===== src/design/vfcm_pkg.sv =====
package vfcm_pkg;

    localparam logic [1:0] ACT_WRITE = 2'd0;
    localparam logic [1:0] ACT_READ  = 2'd1;
    localparam logic [1:0] ACT_MESH  = 2'd2;

    localparam logic [1:0] KIND_AIR   = 2'd0;
    localparam logic [1:0] KIND_GRASS = 2'd1;
    localparam logic [1:0] KIND_DIRT  = 2'd2;
    localparam logic [1:0] KIND_STONE = 2'd3;

    localparam logic [2:0] DIR_POS_Y = 3'd0;
    localparam logic [2:0] DIR_NEG_Y = 3'd1;
    localparam logic [2:0] DIR_POS_Z = 3'd2;
    localparam logic [2:0] DIR_NEG_Z = 3'd3;
    localparam logic [2:0] DIR_POS_X = 3'd4;
    localparam logic [2:0] DIR_NEG_X = 3'd5;

    localparam int NUM_DIRS = 6;

    typedef struct packed {
        logic       wr_en;
        logic       rd_en;
        logic [1:0] wr_kind;
    } t_mem_ctl;

    typedef struct packed {
        logic [1:0] read_kind;
        logic       has_face;
        logic [3:0] face_x;
        logic [5:0] face_y;
        logic [3:0] face_z;
        logic [2:0] face_dir;
        logic [1:0] face_color;
        logic       last;
    } t_result;

    function automatic logic signed [1:0] f_dx(input logic [2:0] dir);
        logic signed [1:0] d;
        case (dir)
            DIR_POS_X: d = 2'sd1;
            DIR_NEG_X: d = -2'sd1;
            default:   d = 2'sd0;
        endcase
        return d;
    endfunction

    function automatic logic signed [1:0] f_dy(input logic [2:0] dir);
        logic signed [1:0] d;
        case (dir)
            DIR_POS_Y: d = 2'sd1;
            DIR_NEG_Y: d = -2'sd1;
            default:   d = 2'sd0;
        endcase
        return d;
    endfunction

    function automatic logic signed [1:0] f_dz(input logic [2:0] dir);
        logic signed [1:0] d;
        case (dir)
            DIR_POS_Z: d = 2'sd1;
            DIR_NEG_Z: d = -2'sd1;
            default:   d = 2'sd0;
        endcase
        return d;
    endfunction

endpackage


===== src/design/vfcm_seq.sv =====
module vfcm_seq #(
    parameter int GRID_WIDTH  = 16,
    parameter int GRID_HEIGHT = 64,
    parameter int GRID_DEPTH  = 16
) (
    input  logic               i_clk,
    input  logic               i_rst_n,
    input  logic               i_valid,
    output logic               o_ready,
    input  logic [1:0]         i_action,
    input  logic [6:0]         i_pos_x,
    input  logic [7:0]         i_pos_y,
    input  logic [6:0]         i_pos_z,
    input  logic [1:0]         i_block_kind,
    output vfcm_pkg::t_mem_ctl o_mem_ctl,
    output logic [$clog2(GRID_HEIGHT)+$clog2(GRID_DEPTH)+$clog2(GRID_WIDTH)-1:0] o_mem_addr,
    input  logic [1:0]         i_rd_kind,
    input  logic               i_store_ready,
    output logic               o_valid,
    output vfcm_pkg::t_result  o_result,
    input  logic               i_out_ready
);

    localparam int XW = $clog2(GRID_WIDTH);
    localparam int YW = $clog2(GRID_HEIGHT);
    localparam int ZW = $clog2(GRID_DEPTH);
    localparam logic signed [8:0] LIM_X = 9'(GRID_WIDTH);
    localparam logic signed [8:0] LIM_Y = 9'(GRID_HEIGHT);
    localparam logic signed [8:0] LIM_Z = 9'(GRID_DEPTH);

    localparam logic [1:0] ST_IDLE   = 2'd0;
    localparam logic [1:0] ST_GATHER = 2'd1;
    localparam logic [1:0] ST_WAIT   = 2'd2;
    localparam logic [1:0] ST_EMIT   = 2'd3;

    logic [1:0]        r_state, n_state;
    logic [2:0]        r_k;
    logic signed [8:0] r_x, r_y, r_z;
    logic              r_is_read;
    logic [1:0]        r_self;
    logic [5:0]        r_mask;
    logic              r_rsp_valid;
    logic [2:0]        r_rsp_idx;
    logic              r_rsp_inr;
    logic              r_ov;
    vfcm_pkg::t_result r_out;

    logic              accept;
    logic [2:0]        dir;
    logic signed [1:0] dx, dy, dz;
    logic signed [8:0] cx, cy, cz;
    logic              inr;
    logic [1:0]        rsp_kind;
    logic [5:0]        faces;
    logic [5:0]        pick;
    logic [5:0]        rest;
    logic [2:0]        pick_dir;
    logic [1:0]        side;
    logic              out_free;
    logic              load;
    vfcm_pkg::t_result emit;

    assign o_ready = (r_state == ST_IDLE) && i_store_ready;
    assign accept  = i_valid && o_ready;

    // one address path: the item's own cell while idle, else the current neighbor
    assign dir = 3'(r_k - 3'd1);
    assign dx  = vfcm_pkg::f_dx(dir);
    assign dy  = vfcm_pkg::f_dy(dir);
    assign dz  = vfcm_pkg::f_dz(dir);

    always_comb begin
        if (r_state == ST_IDLE) begin
            cx = {{2{i_pos_x[6]}}, i_pos_x};
            cy = {i_pos_y[7], i_pos_y};
            cz = {{2{i_pos_z[6]}}, i_pos_z};
        end else begin
            cx = r_x + {{7{dx[1]}}, dx};
            cy = r_y + {{7{dy[1]}}, dy};
            cz = r_z + {{7{dz[1]}}, dz};
        end
    end

    assign inr = !cx[8] && (cx < LIM_X) && !cy[8] && (cy < LIM_Y) &&
                 !cz[8] && (cz < LIM_Z);

    assign o_mem_addr = {cy[YW-1:0], cz[ZW-1:0], cx[XW-1:0]};

    always_comb begin
        o_mem_ctl.wr_kind = i_block_kind;
        o_mem_ctl.wr_en   = accept && (i_action == vfcm_pkg::ACT_WRITE) && inr;
        o_mem_ctl.rd_en   = (accept && ((i_action == vfcm_pkg::ACT_READ) ||
                                        (i_action == vfcm_pkg::ACT_MESH))) ||
                            (r_state == ST_GATHER);
    end

    assign rsp_kind = r_rsp_inr ? i_rd_kind : vfcm_pkg::KIND_AIR;

    // face selection: lowest remaining direction first
    assign faces = (r_self != vfcm_pkg::KIND_AIR) ? r_mask : 6'd0;

    always_comb begin
        pick     = '0;
        pick_dir = vfcm_pkg::DIR_POS_Y;
        for (int j = vfcm_pkg::NUM_DIRS - 1; j >= 0; j--) begin
            if (faces[j]) begin
                pick     = 6'(1) << j;
                pick_dir = 3'(j);
            end
        end
    end

    assign rest = faces & ~pick;
    assign side = (r_self == vfcm_pkg::KIND_GRASS) ? vfcm_pkg::KIND_DIRT : r_self;

    always_comb begin
        emit = '0;
        if (r_is_read) begin
            emit.read_kind = r_self;
            emit.last      = 1'b1;
        end else if (faces == 6'd0) begin
            emit.last = 1'b1;
        end else begin
            emit.has_face = 1'b1;
            emit.face_x   = r_x[3:0];
            emit.face_y   = r_y[5:0];
            emit.face_z   = r_z[3:0];
            emit.face_dir = pick_dir;
            if (pick_dir == vfcm_pkg::DIR_POS_Y) begin
                emit.face_color = vfcm_pkg::KIND_GRASS;
            end else if (pick_dir == vfcm_pkg::DIR_NEG_Y) begin
                emit.face_color = vfcm_pkg::KIND_DIRT;
            end else begin
                emit.face_color = side;
            end
            emit.last = (rest == 6'd0);
        end
    end

    assign out_free = !r_ov || i_out_ready;
    assign load     = (r_state == ST_EMIT) && out_free;

    always_comb begin
        n_state = r_state;
        unique case (r_state)
            ST_IDLE: begin
                if (accept) begin
                    case (i_action)
                        vfcm_pkg::ACT_READ: n_state = ST_WAIT;
                        vfcm_pkg::ACT_MESH: n_state = ST_GATHER;
                        default:            n_state = ST_IDLE;
                    endcase
                end
            end
            ST_GATHER: begin
                if (r_k == 3'(vfcm_pkg::NUM_DIRS)) begin
                    n_state = ST_WAIT;
                end
            end
            ST_WAIT: n_state = ST_EMIT;
            ST_EMIT: begin
                if (load && emit.last) begin
                    n_state = ST_IDLE;
                end
            end
            default: n_state = ST_IDLE;
        endcase
    end

    always_ff @(posedge i_clk) begin
        if (!i_rst_n) begin
            r_state     <= ST_IDLE;
            r_k         <= 3'd1;
            r_rsp_valid <= 1'b0;
            r_ov        <= 1'b0;
        end else begin
            r_state     <= n_state;
            r_rsp_valid <= o_mem_ctl.rd_en;
            if (r_state == ST_IDLE) begin
                r_k <= 3'd1;
            end else if (r_state == ST_GATHER) begin
                r_k <= r_k + 3'd1;
            end
            if (load) begin
                r_ov <= 1'b1;
            end else if (i_out_ready) begin
                r_ov <= 1'b0;
            end
        end
    end

    always_ff @(posedge i_clk) begin
        if (accept) begin
            r_x       <= cx;
            r_y       <= cy;
            r_z       <= cz;
            r_is_read <= (i_action == vfcm_pkg::ACT_READ);
        end
        r_rsp_idx <= (r_state == ST_IDLE) ? 3'd0 : r_k;
        r_rsp_inr <= inr;
        if (r_rsp_valid) begin
            if (r_rsp_idx == 3'd0) begin
                r_self <= rsp_kind;
            end
            for (int j = 0; j < vfcm_pkg::NUM_DIRS; j++) begin
                if (r_rsp_idx == 3'(j + 1)) begin
                    r_mask[j] <= (rsp_kind == vfcm_pkg::KIND_AIR);
                end
            end
        end else if (load && !r_is_read) begin
            r_mask <= rest;
        end
        if (load) begin
            r_out <= emit;
        end
    end

    assign o_valid  = r_ov;
    assign o_result = r_out;

    a_wait_has_rsp: assert property (@(posedge i_clk) disable iff (!i_rst_n)
        r_state == ST_WAIT |-> r_rsp_valid)
        else $error("no read response in wait state");

    a_last_to_idle: assert property (@(posedge i_clk) disable iff (!i_rst_n)
        load && emit.last |=> r_state == ST_IDLE)
        else $error("final result did not release the sequencer");

    a_no_write_busy: assert property (@(posedge i_clk) disable iff (!i_rst_n)
        r_state != ST_IDLE |-> !o_mem_ctl.wr_en)
        else $error("store write while an item is in progress");

    a_top_grass: assert property (@(posedge i_clk) disable iff (!i_rst_n)
        load && emit.has_face && emit.face_dir == vfcm_pkg::DIR_POS_Y
            |=> r_out.face_color == vfcm_pkg::KIND_GRASS)
        else $error("top face not grass");

endmodule

===== config.mk =====
export PLATFORM = sky130hd
export DESIGN_NAME = vfcm_seq
export DESIGN_NICKNAME = d
export VERILOG_FILES = /design/src/design/vfcm_pkg.sv /design/src/design/vfcm_seq.sv
export SDC_FILE = /design/constraint.sdc
export NUM_CORES = 1
export LEC_CHECK = 0
export BUFFER_PORTS_ARGS = -buffer_cell sky130_fd_sc_hd__buf_2
export CAP_MARGIN = 20
export CORE_UTILIZATION = 45
export DETAILED_ROUTE_END_ITERATION = 7
export GPL_TIMING_DRIVEN = 0
export PLACE_DENSITY_LB_ADDON = 0.25
export SETUP_SLACK_MARGIN = 0.3
export SKIP_LAST_GASP = 1
export SYNTH_ARGS = -nofsm -noshare
export SYNTH_HDL_FRONTEND = slang
export SYNTH_SLANG_ARGS = --single-unit

===== constraint.sdc =====
create_clock -name i_clk -period 10.55 [get_ports i_clk]
set_input_delay 2.11 -clock i_clk [delete_from_list [all_inputs] [get_ports i_clk]]
set_output_delay 2.11 -clock i_clk [all_outputs]
set_load 0.01 [all_outputs]

* Word level (Yosys, flattened, before mapping) *
Cells that the tools add are included.

operators by class
  add/sub/neg operators = 5
  $lt $le $gt $ge = 3
  equality and inequality tests = 28
  muxes and demuxes = 41
  bitwise logic cells = 3
  reduce and logical (&&, ||, !) cells = 43

operators by type and width
  cell                number
  $mux 6              9
  $add 9x9->9         3
  $mux 9              3
  $mux 20             1
  $eq 3x3->1 const B  6
  $lt 9x6->1 const B  2
  $mux 3              6
  $ne 2x1->1 const B  8
  $pmux 2 s2          4
  $mux 2              7
  $reduce_and 2->1    7
  $logic_and 1x1->1   13
  $eq 3x2->1 const B  4
  $logic_not 6->1     2
  $mux 1              10
  $eq 3x1->1 const B  3
  $logic_not 3->1     3
  $lt 9x8->1 const B  1
  $pmux 2 s4          1
  $and 6x6->6         1
  $eq 2x1->1 const B  3
  $eq 2x2->1 const B  3
  $logic_not 2->1     3
  $not 6->6           1
  10 further kinds    19

storage, ports and cells
  bits in registers = 70
  bits of input ports = 33
  output and inout bits = 43
  word-level logic and storage cells = 149

* Depth between registers and ports, before layout *
Gate-level depths: netlist (run 1).

  depth after elaboration = 16
  depth in mapped cells = 13
  depth with buffers taken out = 13

* Worst setup path before layout (run 1) *
OpenSTA, ideal clock, no wires.

  kind = input -> output
  from = input i_valid
  to = output o_mem_ctl[3] in the netlist's numbering
  data arrival time = 3.496 ns
  required time = 8.440 ns
  slack = 4.944 ns
  cell stages on the path = 5
  buffers on the path = 0
  cell sequence = nand3_1 -> inv_1 -> and2_1 -> nand4_1 -> nor4_1

RTL lines
  element      RTL line        source
  from (decl)  vfcm_seq.sv:8   input logic i_valid,
  to (decl)    vfcm_seq.sv:15  output vfcm_pkg::t_mem_ctl o_mem_ctl,

==> impl_metrics.env, run 1 <==
export IMPL_fp_dieW_um=101.0
export IMPL_final_weighted_congestion_in_routability_driven_placement=0.8338
export IMPL_layout_drive_gt1_share_pct=22.93
export IMPL_worst_pin_slew_ns=0.9828
export IMPL_inserted_diodes=0
export IMPL_yosys_warnings=0
export IMPL_hold_viol=0
export IMPL_netSwitchingFraction_pct=37.01
export IMPL_worst_setup_path_type="reg2out"
export IMPL_cts_made_buffers=9
export IMPL_cellLeakagePower_nw=2.219
export IMPL_max_cap_viol_count=0
export IMPL_finalInstanceArea_sq_um=5184
export IMPL_cell_internal_pwr_mw=0.7207
export IMPL_h_tree_depth=3
export IMPL_route_antenna_remaining_nets=0
export IMPL_maximum_buffer_depth_of_the_clock_tree=2
export IMPL_cts_hold_fix_buffers=0
export IMPL_fillCellCount=850
export IMPL_cts_setup_buffers=0
export IMPL_final_period_utilization_pct=58.81
export IMPL_timing_final_max_slew_violations=0
export IMPL_power_frac_seq_pct=34.3
export IMPL_critical_path_required_ns=8.44
export IMPL_capturing_element_type_of_the_critical_path="output pin"
export IMPL_syn_num_nets=501
export IMPL_critPathLaunchType="flop"
export IMPL_synth_ff_type="sky130_fd_sc_hd__edfxtp_1"
export IMPL_hpwl_um=7203
export IMPL_grt_pass1_vias=3129
export IMPL_power_net_switching_mw=0.4235
export IMPL_yosysSeqAreaShare_pct=45.19
export IMPL_cts_repair_resize_count=0
export IMPL_routed_wl_um=9133
export IMPL_synth_seq_cells=70
export IMPL_cts_num_sinks=70
export IMPL_clock_latency_ns=0.34
export IMPL_fin_tns_setup_ns=0
export IMPL_design_portCount=76
export IMPL_slowest_stage_cell_on_the_critical_path="sky130_fd_sc_hd__dfxtp_1"
export IMPL_largest_net_degree_at_the_start_of_global_routing=25
export IMPL_crit_path_cell_trace="inv_1 -> ha_1 -> xnor2_1 -> nand2b_1 -> inv_1 -> ha_1 -> a21o_1 -> a21oi_1 -> a21oi_1 -> a211oi_1 -> a41oi_1 -> nor4_1 -> buf_2"
export IMPL_dpl_worst_slack_ns=4.699
export IMPL_routed_wire_per_std_cell_um=14.09
export IMPL_worstHoldPathType="reg2reg"
export IMPL_final_core_util_pct=55.31
export IMPL_tritoncts_clock_tree="yes"
export IMPL_first_pass_drt_iterations=4
export IMPL_number_of_synthesized_flops_with_an_enable_pin=59
export IMPL_path_max_fanout=7
export IMPL_clock_root_buffer="sky130_fd_sc_hd__clkbuf_8"
export IMPL_grt_pass1_wl_um=14680
export IMPL_areaGrowthSynthToFinish_pct=17.60
export IMPL_vdd_drop_max_mv=0.09878
export IMPL_finalCriticalPeriod_ns=6.204
export IMPL_syn_cell_area_sq_um=4408
export IMPL_grt_overflow_total=0
export IMPL_cpPeakStageDelay_ns=0.43
export IMPL_grt_setup_unrepaired="no"
export IMPL_setup_viol_count_final=0
export IMPL_post_dp_cell_area_sq_um=4962
export IMPL_post_drt_via_cell_ratio=5.176
export IMPL_fmax_ghz=0.1612
export IMPL_drtIter0Drc=141
export IMPL_worst_endpoint_arrival_ns=4.09
export IMPL_grt_antenna_before_repair=0
export IMPL_syn_avg_cell_area_sq_um=10.28
export IMPL_number_of_rows_created_at_floorplan=35
export IMPL_floorplan_initialDensity_pct=47.04
export IMPL_powerDensity_nw_per_um2=220.7
export IMPL_vias=3354
export IMPL_grt_usage_pct=18.88
export IMPL_comb_power_share_pct=44.9
export IMPL_clk_transition_reported_paths_ns=0.08
export IMPL_fp_coreArea_sq_um=9371
export IMPL_vertical_die_dimension_um=101.0
export IMPL_max_slew_margin_rel_pct=34.48
export IMPL_fin_worst_skew_ns=0.01360
export IMPL_setup_ws_ns=4.346
export IMPL_synthDistinctLibCells=58
export IMPL_synthArstFlopShare_pct=0
export IMPL_power_frac_clock_pct=20.8
export IMPL_placement_io_buffers=73
export IMPL_route_detailed_drc=0
export IMPL_nets=586
export IMPL_fp_dieArea_sq_um=10190
export IMPL_post_synth_inst_count=429
export IMPL_status="finished, final reports clean"
[logic make-up after synthesis]
| logic type | synth area share, % |
|---|---|
| AND/OR/NAND/NOR | 17.57 |
| XOR/XNOR | 3.576 |
| multiplexers | 1.703 |
| flip-flops | 45.19 |
| adder cells (fa/ha/maj) | 11.58 |
| buffers and inverters | 5.620 |
| AO/OA/AOI/OAI | 14.76 |
[metal layers]
metal	global-route usage (%)	up-vias	share of wire (%)
met3	2.982	9	4.8
met4	6.132	0	1.1
met5	0	-	0
li1	-	1719	-
met2	31.77	79	47
met1	24.87	1547	47
[registers in the layout (all words and copies together), names as in the netlist, 2 cells and up]
| name | count |
|---|---|
| r_state | 2 |
| r_rsp_idx | 3 |
| r_z | 9 |
| r_mask | 6 |
| r_x | 9 |
| r_self | 2 |
| o_result | 23 |
| r_k | 3 |
| r_y | 9 |
[Yosys cell counts, types with 10 or more instances]
library cell,number,area (sq um)
sky130_fd_sc_hd__and2_1,23,143.9
sky130_fd_sc_hd__nor2_1,28,105.1
sky130_fd_sc_hd__ha_1,36,450.4
sky130_fd_sc_hd__o21ai_0,27,135.1
sky130_fd_sc_hd__a21oi_1,16,80.08
sky130_fd_sc_hd__inv_1,25,93.84
sky130_fd_sc_hd__edfxtp_1,59,1772
sky130_fd_sc_hd__nand2b_1,10,62.56
sky130_fd_sc_hd__nand2_1,39,146.4
sky130_fd_sc_hd__buf_4,16,120.1
sky130_fd_sc_hd__dfxtp_1,11,220.2
sky130_fd_sc_hd__xor2_1,11,96.34
[critical path: cells and delay by family (launching register included)]
family / cells / cell delay (ns)
simple gates: 2 / 0.66
xor+xnor: 1 / 0.36
buf+inv: 3 / 0.51
compound gates: 5 / 1.16
flops: 1 / 0.43
fa+ha+maj: 2 / 0.63
[placed cells by master (no fill, tap or decap), types with 8 or more instances in the layout]
cell type                  instances
sky130_fd_sc_hd__and2_1           23
sky130_fd_sc_hd__ha_1             36
sky130_fd_sc_hd__nand2_1          39
sky130_fd_sc_hd__buf_2            73
sky130_fd_sc_hd__clkbuf_1         10
sky130_fd_sc_hd__inv_1            25
sky130_fd_sc_hd__a21oi_1          16
sky130_fd_sc_hd__xor2_1           11
sky130_fd_sc_hd__nor2_1           28
sky130_fd_sc_hd__buf_4            16
sky130_fd_sc_hd__nand2b_1         10
sky130_fd_sc_hd__dfxtp_1          11
sky130_fd_sc_hd__a21o_1            8
sky130_fd_sc_hd__o21ai_0          27
sky130_fd_sc_hd__clkbuf_8          9
sky130_fd_sc_hd__edfxtp_1         59
[metrics by stage]
| step | std cells | hold slack [ns] | total power, mW |
|---|---|---|---|
| 5_1_grt | 648 | 0.5340 | 1.222 |
| 4_1_cts | 648 | 0.5178 | 1.153 |
| 6_report | 648 | 0.5277 | 1.144 |
| 3_5_place_dp | 632 | 0.5191 | 0.9111 |
| 2_1_floorplan | 429 | 0.4965 | 0.7535 |
| 3_3_place_gp | 631 | 0.5140 | 0.8975 |
[final timing paths]
check                                          from                      end  slack [ns]  cells past startpoint
worst max-delay path            r_k[0]$_SDFFE_PP1P_             o_mem_ctl[3]        4.35                     13
worst min-delay path            r_k[2]$_SDFFE_PP0P_  r_rsp_idx[2]$_SDFF_PP0_        0.53                      1
worst max register to register  r_k[0]$_SDFFE_PP1P_        r_rsp_inr$_DFF_P_        6.70                     12
worst min register to register  r_k[2]$_SDFFE_PP0P_  r_rsp_idx[2]$_SDFF_PP0_        0.53                      1
[power by group through the flow]
stage	Sequential (mW)	Combinational, mW	Clock [mW]
floorplan	0.396	0.358	0
global placement	0.398	0.499	0
detailed placement	0.399	0.512	0
CTS	0.393	0.515	0.245
global route	0.397	0.570	0.255
finish	0.393	0.514	0.238
[layout make-up]
cell class / count / area (sq um) / area share (%)
Tap cell: 129 / 161.4 / 3.114
Sequential cell: 70 / 1992 / 38.43
Timing Repair Buffer: 74 / 392.9 / 7.579
Buffer: 25 / 153.9 / 2.969
Clock buffer: 10 / 127.6 / 2.462
Inverter: 25 / 93.84 / 1.810
Multi-Input combinational cell: 309 / 2168 / 41.83
Clock inverter: 6 / 93.84 / 1.810
No activity file was read; power rests on OpenSTA's default activity.
==> run 2, diff against run 1 <==
ABC_AREA = 1   (was default)
clock period = 6 ns   (was 10.55 ns; I/O delays follow)
==> run 2 against run 1 <==
  * Total power rose by 70%
  * Non-clock buffer count fell by 1
  * Sequential power rose by 76%
  * Die area up 6.2%
  * Flip-flop and latch count stayed put
  * Largest cell class unchanged
  * Highest routed layer unchanged
==> impl_metrics.env, run 2 <==
export IMPL_fp_coreArea_sq_um=9910
export IMPL_grt_overflow_total=0
export IMPL_placement_io_buffers=73
export IMPL_layout_commonest_cell="sky130_fd_sc_hd__nand2_1"
export IMPL_vias=3878
export IMPL_fp_dieW_um=104.0
export IMPL_vertical_die_dimension_um=104.0
export IMPL_fin_tns_setup_ns=0
export IMPL_number_of_synthesized_flops_with_an_enable_pin=59
export IMPL_post_drt_via_cell_ratio=4.835
export IMPL_timing_final_max_slew_violations=0
export IMPL_grt_antenna_before_repair=0
export IMPL_layout_cells_non_filler=802
export IMPL_synth_ff_type="sky130_fd_sc_hd__edfxtp_1"
export IMPL_worst_path_buf_inv=5
export IMPL_setup_viol_count_final=0
export IMPL_finalCriticalPeriod_ns=4.818
export IMPL_grt_usage_pct=19.80
export IMPL_worst_pin_slew_ns=0.7767
export IMPL_cts_setup_buffers=0
export IMPL_dp_cells=786
export IMPL_nets=736
export IMPL_areaGrowthSynthToFinish_pct=16.05
export IMPL_syn_avg_cell_area_sq_um=8.105
export IMPL_max_cap_viol_count=0
export IMPL_synthArstFlopShare_pct=0
export IMPL_floorplan_initialDensity_pct=47.27
export IMPL_post_synth_inst_count=578
export IMPL_path_common_cell="sky130_fd_sc_hd__nor2_1"
export IMPL_layout_drive_gt1_share_pct=22.57
export IMPL_cts_made_buffers=9
export IMPL_grt_pass1_vias=3642
export IMPL_routed_wire_per_std_cell_um=12.75
export IMPL_cts_hold_fix_buffers=0
export IMPL_yosysSeqAreaShare_pct=42.52
export IMPL_synth_area_top_cells="sky130_fd_sc_hd__edfxtp_1 38%, sky130_fd_sc_hd__nand2_1 14%, sky130_fd_sc_hd__ha_1 9.6%"
export IMPL_final_cell_mix="169 x sky130_fd_sc_hd__nand2_1, 86 x sky130_fd_sc_hd__inv_1, 78 x sky130_fd_sc_hd__buf_2"
export IMPL_crit_path_start="r_k[0]$_SDFFE_PP1P_"
export IMPL_syn_num_nets=650
export IMPL_routed_wl_um=10230
export IMPL_clk_transition_reported_paths_ns=0.08
export IMPL_synth_seq_cells=70
export IMPL_first_pass_drt_iterations=4
export IMPL_tritoncts_clock_tree="yes"
export IMPL_fillCellCount=944
export IMPL_hpwl_um=8061
export IMPL_yosys_warnings=0
export IMPL_h_tree_depth=3
export IMPL_hold_viol=0
export IMPL_capturing_element_type_of_the_critical_path="output pin"
export IMPL_multi_input_area_sq_um=2206
export IMPL_fmax_ghz=0.2076
export IMPL_cts_num_sinks=70
export IMPL_status="finished, final reports clean"
export IMPL_grt_pass1_wl_um=16860
export IMPL_clock_root_buffer="sky130_fd_sc_hd__clkbuf_8"
export IMPL_worst_endpoint_arrival_ns=3.62
export IMPL_synthDistinctLibCells=34
export IMPL_cellLeakagePower_nw=2.822
export IMPL_worstHoldStart="o_valid$_SDFFE_PN0P_"
export IMPL_drtIter0Drc=159
export IMPL_maximum_buffer_depth_of_the_clock_tree=2
export IMPL_final_weighted_congestion_in_routability_driven_placement=0.8826
export IMPL_fin_worst_skew_ns=0.01081
export IMPL_most_frequent_cell_after_synthesis="sky130_fd_sc_hd__nand2_1"
export IMPL_design_portCount=76
export IMPL_area_sequential_sq_um=1992
export IMPL_number_of_rows_created_at_floorplan=36
export IMPL_route_detailed_drc=0
export IMPL_slowest_stage_cell_on_the_critical_path="sky130_fd_sc_hd__dfxtp_1"
export IMPL_design_power_total_mw=1.942
export IMPL_critical_path_required_ns=4.80
export IMPL_yosys_top_cell_area_share_pct=37.82
export IMPL_inserted_diodes=0
export IMPL_vdd_drop_max_mv=0.2021
export IMPL_cpPeakStageDelay_ns=0.39
export IMPL_largest_net_degree_at_the_start_of_global_routing=18
export IMPL_largest_reg_flops=23
export IMPL_cts_repair_resize_count=0
export IMPL_largest_area_contributor_in_the_synthesized_netlist="sky130_fd_sc_hd__edfxtp_1"
export IMPL_ys_top_cells_by_count="169 x sky130_fd_sc_hd__nand2_1, 86 x sky130_fd_sc_hd__inv_1, 59 x sky130_fd_sc_hd__edfxtp_1"
export IMPL_syn_cell_area_sq_um=4684
export IMPL_powerDensity_nw_per_um2=357.3
export IMPL_final_period_utilization_pct=80.29
export IMPL_worstHoldPathType="reg2reg"
export IMPL_critPathLaunchType="flop"
export IMPL_path_max_fanout=5
export IMPL_route_antenna_remaining_nets=0
export IMPL_crit_reg2reg_launch="r_k[0]$_SDFFE_PP1P_"
export IMPL_crit_path_cell_trace="inv_1 -> ha_1 -> inv_1 -> nand2_2 -> nand2_4 -> nand2_4 -> o21ai_0 -> ha_1 -> inv_1 -> fa_1 -> inv_1 -> nand3_1 -> a21oi_2 -> nor2_1 -> nor2_1 -> nand2_1 -> nor2_1 -> nand2_1 -> nor2_1 -> nand3_1 -> nor2_1 -> buf_2"
export IMPL_worst_setup_path_type="reg2out"
export IMPL_grt_setup_unrepaired="no"
export IMPL_max_slew_margin_rel_pct=48.16
export IMPL_fp_dieArea_sq_um=10820
export IMPL_clock_latency_ns=0.36
export IMPL_critical_path_top_delay_family="simple AND/OR/NAND/NOR gates"
run 2: changes by cell type in the layout (fill, tap and decap cells not counted), sizes merged, moves of 7 or more:
cell / before / now
nand2: 39 / 181
xor2: 11 / 1
nand3: 7 / 46
inv: 26 / 91
nor2: 29 / 52
nor2b: 7 / 0
a21oi: 17 / 25
clkbuf: 19 / 11
nand2b: 10 / 0
and2: 23 / 0
run 2: final cells by class:
class,count,area share [%]
plain buffers,23,2.808
inverters,90,6.214
clock buffers,9,2.278
clock inverters,7,0.9206
flip-flops and latches,70,36.64
well taps,133,3.061
multi-input cells,395,40.58
repair buffers,75,7.503
run 2: final timing paths:
check | end | slack (ns) | cells after the start
worst min-delay path | o_valid$_SDFFE_PN0P_ | 0.52 | 2
worst max-delay path | o_mem_ctl[3] | 1.18 | 22
worst min register to register | o_valid$_SDFFE_PN0P_ | 0.52 | 2
worst max register to register | r_rsp_inr$_DFF_P_ | 2.85 | 21
run 2: report_power, final:
group,internal [mW],leakage [nW],total (mW),switching [mW]
registers,0.651,0.635,0.692,0.0410
logic,0.349,2.10,0.905,0.556
clock network,0.150,0.0832,0.345,0.195
total,1.15,2.82,1.94,0.792
run 2: per-layer routing:
layer,up-vias,wire [um],GRT usage [%]
li1,2019,-,-
met1,1742,4483,24.14
met2,102,4947,34.52
met3,15,616,3.759
met4,0,180,7.551
met5,-,0,0
run 2: cells by family after synthesis:
group | share of synthesized area [%]
compound gates | 7.238
xor+xnor | 0.3740
fa+ha+maj | 10.90
buf+inv | 10.47
flops | 42.52
mux | 0.4274
simple gates | 28.07
run 2: through the flow:
stage	hold slack [ns]	instance area, sq um	worst slack, ns	utilization, %
after CTS	0.5243	5436	1.137	54.86
after detailed placement	0.5147	5263	1.553	53.11
after global routing	0.5576	5436	0.8039	54.86
after floorplan	0.4901	4684	2.158	-
final	0.5207	5436	1.182	54.86
after global placement	0.4877	5216	1.563	52.64
run 2: worst min-delay path: cells and delay by family, from the launching register on:
| kind | cells | cell delay (ns) |
|---|---|---|
| flip-flops | 1 | 0.33 |
| AND/OR/NAND/NOR | 1 | 0.09 |
| AO/OA/AOI/OAI | 1 | 0.06 |
==> run 3, diff against run 2 <==
clock period = 4.74 ns   (was 6 ns; I/O delays follow)
==> run 3 against run 2 <==
  * Hold slack lost 0.0044 ns
  * Critical endpoint unchanged
  * Largest cell class unchanged
  * Sequential share of layout area decreased by 0.32 points
  * Clock-buffer cell count stayed put
  * Highest routed layer unchanged
  * First-iteration DRC count decreased by 3.8%
  * Sequential power grew 27%
==> impl_metrics.env, run 3 (same netlist as run 2, synthesis figures left out) <==
export IMPL_finalCriticalPeriod_ns=4.206
export IMPL_worst_endpoint_arrival_ns=3.26
export IMPL_floorplan_initialDensity_pct=47.27
export IMPL_fillCellCount=937
export IMPL_number_of_rows_created_at_floorplan=36
export IMPL_cellLeakagePower_nw=2.829
export IMPL_setup_viol_count_final=0
export IMPL_areaGrowthSynthToFinish_pct=17.23
export IMPL_layout_cells_non_filler=805
export IMPL_power_frac_seq_pct=35.3
export IMPL_clock_latency_ns=0.36
export IMPL_crit_reg2reg_capture="r_rsp_inr$_DFF_P_"
export IMPL_maximum_buffer_depth_of_the_clock_tree=2
export IMPL_post_drt_via_cell_ratio=4.866
export IMPL_inserted_diodes=0
export IMPL_first_pass_drt_iterations=4
export IMPL_route_antenna_remaining_nets=0
export IMPL_fp_dieArea_sq_um=10820
export IMPL_fin_worst_skew_ns=0.01248
export IMPL_final_cell_mix="169 x sky130_fd_sc_hd__nand2_1, 83 x sky130_fd_sc_hd__inv_1, 78 x sky130_fd_sc_hd__buf_2"
export IMPL_worstHoldPathCells=2
export IMPL_fin_tns_setup_ns=0
export IMPL_grt_pass1_wl_um=16850
export IMPL_netSwitchingFraction_pct=41.07
export IMPL_cts_made_buffers=9
export IMPL_max_slew_margin_rel_pct=47.94
export IMPL_cts_hold_fix_buffers=0
export IMPL_layout_drive_gt1_share_pct=25.00
export IMPL_capturing_element_type_of_the_critical_path="output pin"
export IMPL_final_weighted_congestion_in_routability_driven_placement=0.8826
export IMPL_nets=739
export IMPL_r2r_worst_path_cells=21
export IMPL_grt_setup_unrepaired="no"
export IMPL_clock_root_buffer="sky130_fd_sc_hd__clkbuf_8"
export IMPL_vertical_die_dimension_um=104.0
export IMPL_worst_pin_slew_ns=0.7801
export IMPL_routed_wire_per_std_cell_um=12.82
export IMPL_largest_reg_flops=23
export IMPL_crit_reg2reg_launch="r_k[0]$_SDFFE_PP1P_"
export IMPL_route_detailed_drc=0
export IMPL_grt_pass1_vias=3651
export IMPL_fp_coreArea_sq_um=9910
export IMPL_grt_antenna_before_repair=0
export IMPL_worst_setup_path_type="reg2out"
export IMPL_timing_final_max_slew_violations=0
export IMPL_whs_endpoint="r_rsp_idx[1]$_SDFF_PP0_"
export IMPL_routed_wl_um=10320
export IMPL_grt_overflow_total=0
export IMPL_fmax_ghz=0.2378
export IMPL_status="finished, final reports clean"
export IMPL_h_tree_depth=3
export IMPL_hpwl_um=8061
export IMPL_final_period_utilization_pct=88.74
export IMPL_critPathLaunchType="flop"
export IMPL_power_frac_clock_pct=17.7
export IMPL_critical_path_required_ns=3.79
export IMPL_clk_transition_reported_paths_ns=0.09
export IMPL_max_cap_viol_count=0
export IMPL_setup_ws_ns=0.5339
export IMPL_dp_cells=786
export IMPL_drtIter0Drc=153
export IMPL_fp_dieW_um=104.0
export IMPL_path_max_fanout=5
export IMPL_layout_commonest_cell="sky130_fd_sc_hd__nand2_1"
export IMPL_powerDensity_nw_per_um2=452.3
export IMPL_cts_num_sinks=70
export IMPL_vdd_drop_max_mv=0.2588
export IMPL_cell_internal_pwr_mw=1.464
export IMPL_grt_usage_pct=19.78
export IMPL_vias=3917
export IMPL_hold_viol=0
export IMPL_placement_io_buffers=73
export IMPL_comb_power_share_pct=47.0
export IMPL_worstHoldStart="r_k[1]$_SDFFE_PP0P_"
export IMPL_largest_net_degree_at_the_start_of_global_routing=18
export IMPL_worstHoldPathType="reg2reg"
export IMPL_ff2ff_setup_slack_ns=1.82
export IMPL_tritoncts_clock_tree="yes"
export IMPL_design_portCount=76
export IMPL_power_net_switching_mw=1.020
export IMPL_dpl_worst_slack_ns=0.5454
## run 3: worst max-delay path, stage by stage, from the launching register on
cell and delay (ns):
sky130_fd_sc_hd__dfxtp_2 0.35, sky130_fd_sc_hd__inv_2 0.10, sky130_fd_sc_hd__ha_1 0.24, sky130_fd_sc_hd__inv_1 0.16, sky130_fd_sc_hd__a21oi_2 0.18, sky130_fd_sc_hd__ha_2 0.23, sky130_fd_sc_hd__inv_1 0.06, sky130_fd_sc_hd__fa_1 0.35
sky130_fd_sc_hd__inv_1 0.11, sky130_fd_sc_hd__nand3_1 0.11, sky130_fd_sc_hd__nand2_2 0.10, sky130_fd_sc_hd__nand2_1 0.05, sky130_fd_sc_hd__nand2_1 0.07, sky130_fd_sc_hd__nor2_1 0.05, sky130_fd_sc_hd__nor2_2 0.11, sky130_fd_sc_hd__nand2_1 0.06
sky130_fd_sc_hd__nor2_1 0.08, sky130_fd_sc_hd__nand2_1 0.06, sky130_fd_sc_hd__nor2_2 0.10, sky130_fd_sc_hd__nand3_2 0.11, sky130_fd_sc_hd__nor2_1 0.09, sky130_fd_sc_hd__buf_2 0.13
## run 3: how the worst max path moves through the flow
stage,from,to,slack (ns),depth (start not counted)
after global placement,r_k[0]$_SDFFE_PP1P_,o_mem_ctl[3],0.56,22
final,r_k[0]$_SDFFE_PP1P_,o_mem_ctl[3],0.53,21
after floorplan,r_k[0]$_SDFFE_PP1P_,o_mem_ctl[3],1.15,21
after detailed placement,r_k[0]$_SDFFE_PP1P_,o_mem_ctl[3],0.55,22
after CTS,r_k[1]$_SDFFE_PP0P_,o_mem_ctl[3],0.31,23
after global routing,r_k[0]$_SDFFE_PP1P_,o_mem_ctl[3],0.34,21
## run 3: area by class of cell
class                           count  area [sq um]  share of cell area [%]
Buffer                             23         152.6                   2.780
Clock buffer                        9         123.9                   2.256
Clock inverter                      7         50.05                  0.9114
Inverter                           90         337.8                   6.152
Multi-Input combinational cell    395          2236                   40.72
Sequential cell                    70          1994                   36.32
Tap cell                          133         166.4                   3.030
Timing Repair Buffer               78         430.4                   7.838
## run 3: routing by layer
metal	GRT usage [%]	wire length, um
met4	7.551	155
met2	34.48	5067
met1	24.14	4602
met5	0	0
met3	3.759	493
## run 3: power by group through the flow
stage	combinational (mW)	sequential [mW]	clock, mW
after floorplan	0.804	0.883	0
after global placement	1.11	0.888	0
after detailed placement	1.15	0.890	0
after CTS	1.17	0.876	0.447
after global routing	1.31	0.886	0.466
final	1.17	0.877	0.440
## run 3: through the flow
step / hold slack [ns] / power [mW] / utilization [%] / cell area (sq um)
2_1_floorplan: 0.4901 / 1.687 / - / 4684
3_3_place_gp: 0.4877 / 2.000 / 52.64 / 5216
3_5_place_dp: 0.5147 / 2.043 / 53.11 / 5263
4_1_cts: 0.5150 / 2.491 / 55.05 / 5455
5_1_grt: 0.5471 / 2.664 / 55.42 / 5492
6_report: 0.5164 / 2.484 / 55.42 / 5492
## run 3: what timing repair did
action                     4_1_cts  5_1_grt
setup endpoints to repair        1        1
hold endpoints to repair         0        0
resized for setup                5       10
buffers inserted                 1        2
pin swaps                        1        3
